===== src/design/mlpd_pkg.sv =====
// Shared types and constants for the dense forward pass unit.
`default_nettype none
package mlpd_pkg;
    localparam int MAX_LAYERS_DEF  = 4;
    localparam int MAX_NEURONS_DEF = 64;
    localparam int FRAC_BITS_DEF   = 8;

    localparam int VAL_W = 16;
    localparam int ACC_W = 48;

    typedef enum logic [2:0] {
        ACT_WR_WEIGHT = 3'd0,
        ACT_WR_BIAS   = 3'd1,
        ACT_WR_ACT    = 3'd2,
        ACT_RUN       = 3'd3,
        ACT_READ      = 3'd4
    } t_action;

    localparam logic [2:0] REG_NUM_LAYERS  = 3'd0;
    localparam logic [2:0] REG_SIZE0       = 3'd1;
    localparam logic [2:0] REG_SIZE1       = 3'd2;
    localparam logic [2:0] REG_SIZE2       = 3'd3;
    localparam logic [2:0] REG_SIZE3       = 3'd4;
    localparam logic [2:0] REG_CLAMP_LOW   = 3'd5;
    localparam logic [2:0] REG_CLAMP_HIGH  = 3'd6;
endpackage
`default_nettype wire


===== src/design/mlpd_mac.sv =====
// Multiply-accumulate with bias, rescale and clamp for one neuron.
`default_nettype none
module mlpd_mac
    import mlpd_pkg::*;
#(
    parameter int FRAC_BITS = FRAC_BITS_DEF
) (
    input  wire logic                    i_clk,
    input  wire logic                    i_clear,
    input  wire logic                    i_mul_en,
    input  wire logic signed [VAL_W-1:0] i_act,
    input  wire logic signed [VAL_W-1:0] i_wgt,
    input  wire logic                    i_acc_en,
    input  wire logic                    i_bias_en,
    input  wire logic signed [VAL_W-1:0] i_bias,
    input  wire logic signed [VAL_W-1:0] i_clamp_low,
    input  wire logic signed [VAL_W-1:0] i_clamp_high,
    output logic signed [VAL_W-1:0]      o_result
);
    logic signed [2*VAL_W-1:0] r_prod;
    logic signed [ACC_W-1:0]   r_acc;
    logic signed [ACC_W-1:0]   shifted;
    logic signed [ACC_W-1:0]   lo_ext;
    logic signed [ACC_W-1:0]   hi_ext;
    logic signed [ACC_W-1:0]   q;

    always_ff @(posedge i_clk) begin
        if (i_mul_en) begin
            r_prod <= i_act * i_wgt;
        end
        if (i_clear) begin
            r_acc <= '0;
        end else if (i_acc_en) begin
            r_acc <= r_acc + ACC_W'(r_prod);
        end else if (i_bias_en) begin
            r_acc <= r_acc + (ACC_W'(i_bias) <<< FRAC_BITS);
        end
    end

    always_comb begin
        shifted = r_acc >>> FRAC_BITS;
        lo_ext  = ACC_W'(i_clamp_low);
        hi_ext  = ACC_W'(i_clamp_high);
        q       = shifted;
        if (q < lo_ext) q = lo_ext;
        if (q > hi_ext) q = hi_ext;
        o_result = q[VAL_W-1:0];
    end
endmodule
`default_nettype wire


===== config.mk =====
export PLATFORM = sky130hd
export DESIGN_NAME = mlpd_mac
export DESIGN_NICKNAME = d
export VERILOG_FILES = /design/src/design/mlpd_pkg.sv /design/src/design/mlpd_mac.sv
export SDC_FILE = /design/constraint.sdc
export NUM_CORES = 1
export LEC_CHECK = 0
export BUFFER_PORTS_ARGS = -buffer_cell sky130_fd_sc_hd__buf_2
export CAP_MARGIN = 25
export CORE_ASPECT_RATIO = 1.25
export CORE_UTILIZATION = 45
export CTS_CLUSTER_DIAMETER = 200
export DETAILED_ROUTE_END_ITERATION = 12
export GPL_TIMING_DRIVEN = 0
export HOLD_SLACK_MARGIN = 0.03
export PLACE_DENSITY_LB_ADDON = 0.05
export SLEW_MARGIN = 20
export SYNTH_ARGS = -nofsm -noshare
export SYNTH_HDL_FRONTEND = slang
export SYNTH_SLANG_ARGS = --single-unit

===== constraint.sdc =====
create_clock -name i_clk -period 16 [get_ports i_clk]
set_clock_uncertainty 0.05 [all_clocks]
set_input_delay 0 -clock i_clk [delete_from_list [all_inputs] [get_ports i_clk]]
set_output_delay 0 -clock i_clk [all_outputs]
set_load 0.05 [all_outputs]

* Yosys cells after proc, flatten, opt, wreduce, memory -nomap -nowiden
Index checks and enable logic that the tools add are counted.
** Storage, ports and cells
- Register bits :: 80
- Logic and storage cells :: 12
** Cells by class
- Add/subtract/negate cells :: 2
- Multiply operators :: 1
- Magnitude comparators :: 2
- Mux-type cells :: 4
- Reduce and logical (&&, ||, !) cells :: 1
** Operators with widths (number)
- 2-to-1 mux 48 bit :: 3
- adder 48 x 24 -> 48 bit :: 1
- adder 48 x 32 -> 48 bit :: 1
- > comparator 48 x 16 -> 1 bit :: 1
- < comparator 40 x 16 -> 1 bit :: 1
- multiplier 16 x 16 -> 32 bit :: 1
- 2-to-1 mux 16 bit :: 1
- nonzero test 2 bit :: 1

* Depth between registers and ports, before layout
- Depth after elaboration :: 4
- Gate-level depth with buffers :: 25
- Mapped depth without buffers :: 24

* Worst setup path before layout
OpenSTA, ideal clock, no wires.
- Path type :: input-to-reg
- Start point :: input i_wgt[6]
- End point :: register r_prod[30], data pin
- Library setup time :: 258 ps
- Arrival time :: 5774 ps
- Data required time :: 15692 ps
- Path slack :: 9918 ps
- Stages :: 22
- Path buffers :: 1
- Path through :: clkbuf_1 > and2_1 > fa_1 > inv_1 > fa_1 > fa_1 > fa_1 > inv_1 > fa_1 > inv_1 > fa_1 > inv_1 > ha_1 > and2_1 > a221o_1 > a31oi_1 > o31a_1 > o31ai_1 > o41ai_1 > o2111ai_1 > a21oi_1 > xnor2_1
** Between the ends
- Word-level cells in the longest chain between the ends :: 1
** Ends and longest elaborated chain
- start, declared :: line mlpd_mac.sv:12 : input wire logic signed [VAL_W-1:0] i_wgt,
- multiplier 16 x 16 -> 32 bit :: line mlpd_mac.sv:29 : r_prod <= i_act * i_wgt;
- end signal, assigned :: line mlpd_mac.sv:29
- end, declared :: line mlpd_mac.sv:20 : logic signed [2*VAL_W-1:0] r_prod;
No other way between the ends.
A chain may end at the register's enable or synchronous reset.

* Worst setup path after layout
- Start point :: register r_acc[41]
- End point :: output o_result[14]
** Between the ends
- Word-level cells in the longest chain between the ends :: 4
** Ends and longest elaborated chain
- start, declared :: line mlpd_mac.sv:21 : logic signed [ACC_W-1:0] r_acc;
- start signal, assigned :: line mlpd_mac.sv:34 : r_acc <= r_acc + ACC_W'(r_prod);
- start signal, assigned :: line mlpd_mac.sv:36 : r_acc <= r_acc + (ACC_W'(i_bias) <<< FRAC_BITS);
- < comparator 40 x 16 -> 1 bit :: line mlpd_mac.sv:45 : if (q < lo_ext) q = lo_ext;
- 2-to-1 mux 48 bit (*) :: line mlpd_mac.sv:45
- > comparator 48 x 16 -> 1 bit :: line mlpd_mac.sv:46 : if (q > hi_ext) q = hi_ext;
- 2-to-1 mux 16 bit (*) :: line mlpd_mac.sv:46
- end, declared :: line mlpd_mac.sv:18 : output logic signed [VAL_W-1:0] o_result
Every way passes the cells marked *; elsewhere a longest branch is shown, timed or not.

==> run metrics <==
status=finished clean; HP Start=i_acc_en; Most used DFF post-synth=dfxtp_1; CP Data Required Time=between 15 and 20 ns; setup_tns=0 ns; Synth Instances=2291; CP startpoint kind=flip-flop; H-tree levels=3; CP max FO=10; wire per inst=approximately 19 µm; multi-input logic area=approximately 16000 µm²; All-Layer GR Usage=0.2560; DRT iter0 DRCs=about 680; count of clock tree sinks=80; Final Max Tran Viols=0; Initial DRT Pass Iterations=6; row count=85; Least-Margin Pin Slew=0.9491 ns; Reg-to-Reg End=r_acc[46]; I/O Pins=101; Vias=~16000; fmax=between 100 and 150 MHz; Die X=about 190 µm; setup slack, reg-to-reg=12.02 ns; largest net degree at the start of global routing=33; Nets=2997; Die Y=between 200 and 250 µm; Crit Path Category=flip-flop to primary output; asr flop ratio synth=0; cts repair resizes=0; EDFF count, synth=32; hold crit path type=input pin to flip-flop; Max Cap Violations=0; synthesized area per cell=about 8.6 µm²; initial antenna violation count=0; clk slew on worst S/H paths=~0.070 ns; hold path depth=4; gpl congestion=0.9175; post-synthesis sequential area ratio=0.09810; register area=around 1900 µm²; I/O Buffers=between 90 and 100; syn_nets=just under 3000; TritonCTS clock tree=built; most common cell after layout, fill and taps aside=inv_1; Netlist cell types=70; fraction of the cycle the final worst path needs=0.5155; core area=approximately 43000 µm²; Post-CTS Hold Fix Bufs=1; crit path capture type=primary output; fraction of layout cells with a size suffix above 1=0.06484; wire length of the first global-routing pass=between 80000 and 90000 µm; n_diodes=0; Worst Path Arrival=just over 8 ns; Finish-stage setup viols=0; TritonCTS Buffers=9; total die area=around 44000 µm²; Worst R2R Start=r_prod[0]; Final Hold Fails=0; # DRC=0; Hold EP=r_acc[43]; DRT antenna net count=0; Seq cells post-synth=80; Max-slew headroom=0.3491; cell count of the worst reg-to-reg path=12; most frequent cells in the layout=inv_1 (398), fa_1 (264), ha_1 (247); vias in the first global route=about 17000; drt total wl=between 50000 and 60000 µm; DP HPWL=just under 50000 µm; synth-to-layout area growth=7.843%; filler instances=between 4000 and 5000; synthesized area=approximately 20000 µm²; Initial Util=0.4560; CTS Buffer Depth=2; final worst path period need=8.248 ns; post-CTS setup repair buffer count=0; CTS root buf=clkbuf_16; Synth Warn #=0; RSZ-0062 raised after global routing=false; gr ovfl total=0; vias per cell=roughly 5.4; clk_lat worst skew=0.36 ns
## synth_stat cells (48+ instances only)
| cell | instances | area, µm² |
|---|---|---|
| a21o_1 | 64 | 480.5 |
| dfxtp_1 | 48 | 960.9 |
| nor2_1 | 91 | 341.6 |
| ha_1 | 247 | 3090 |
| a21oi_1 | 117 | 585.6 |
| o21ai_0 | 100 | 500.5 |
| xnor2_1 | 77 | 674.4 |
| inv_1 | 398 | 1494 |
| a211oi_1 | 57 | 427.9 |
| clkbuf_1 | 67 | 251.5 |
| nand2_1 | 199 | 747.0 |
| fa_1 | 264 | 5285 |
| and2_1 | 133 | 832.1 |
## per-stage QoR
step	util	instances	instance area, µm²	setup WS, ns	hold slack (ns)
3_3_place_gp	0.4838	2954	20790	7.817	0.3591
6_report	0.4917	2971	21130	7.752	0.03245
3_5_place_dp	0.4838	2954	20790	7.601	0.3735
5_1_grt	0.4917	2971	21130	7.073	0.05702
4_1_cts	0.4917	2971	21130	7.559	0.03349
2_1_floorplan	-	2291	19590	9.918	0.06250
## cell type report
type | count | share of cell area
repair buffers | 99 | 0.02369
clock buffers | 10 | 0.01184
plain buffers | 72 | 0.01285
flip-flops and latches | 80 | 0.09096
multi-input cells | 1739 | 0.7524
inverters | 400 | 0.07106
well taps | 565 | 0.03346
clock inverters | 6 | 0.003731
## per-layer routing
| layer | vias to the layer above | track usage | routed length, µm |
|---|---|---|---|
| met5 | - | 0 | 0 |
| met4 | 0 | 0.1171 | 2502 |
| met3 | 100 | 0.01416 | 1612 |
| met2 | 357 | 0.4674 | 28130 |
| met1 | 7833 | 0.3064 | 23120 |
| li1 | 7897 | - | - |
## kinds of logic (layout without fill, tap and decap cells)
logic type	after synthesis	count (layout)	share of synthesized area
AND/OR/NAND/NOR	602	602	0.1522
adder cells (fa/ha/maj)	511	511	0.4275
AO/OA/AOI/OAI	480	480	0.1621
buffers and inverters	472	587	0.09050
XOR/XNOR	107	107	0.04784
flip-flops	80	80	0.09810
multiplexers	39	39	0.02178
## how the worst max path moves through the flow
stage                                from           end  slack [ns]  depth (start not counted)
after floorplan                  i_wgt[6]    r_prod[30]        9.92                         22
after global placement    i_clamp_low[15]   o_result[7]        7.82                         26
after detailed placement  i_clamp_low[15]  o_result[14]        7.60                         26
after CTS                       r_acc[41]  o_result[14]        7.56                         24
after global routing      i_clamp_low[15]  o_result[11]        7.07                         26
final                           r_acc[41]  o_result[14]        7.75                         24
## sequential cells by signal, summed over array words and instances (netlist names)
register	cells
r_acc	48
r_prod	32
## worst max-delay path, stage by stage, from the launching register on
cell and delay (ns):
dfxtp_1 0.50, ha_1 0.31, a21o_1 0.16, a21o_1 0.17
a21oi_1 0.16, o21ai_0 0.10, a211oi_1 0.45, nand4_1 0.40
nand2_1 0.47, clkbuf_1 0.47, buf_2 0.36, clkbuf_1 0.33
o21ai_0 0.17, ha_1 0.34, and3_1 0.15, nand3_1 0.11
nor4_1 0.51, nand2_1 0.26, a21oi_1 0.18, o22ai_1 0.12
nand3_1 0.13, mux2i_1 0.79, clkbuf_1 0.55, mux2_2 0.40
buf_2 0.21
Power is not shown: default switching activity piles up to over one toggle a cycle in this logic, so the estimate is an artifact.
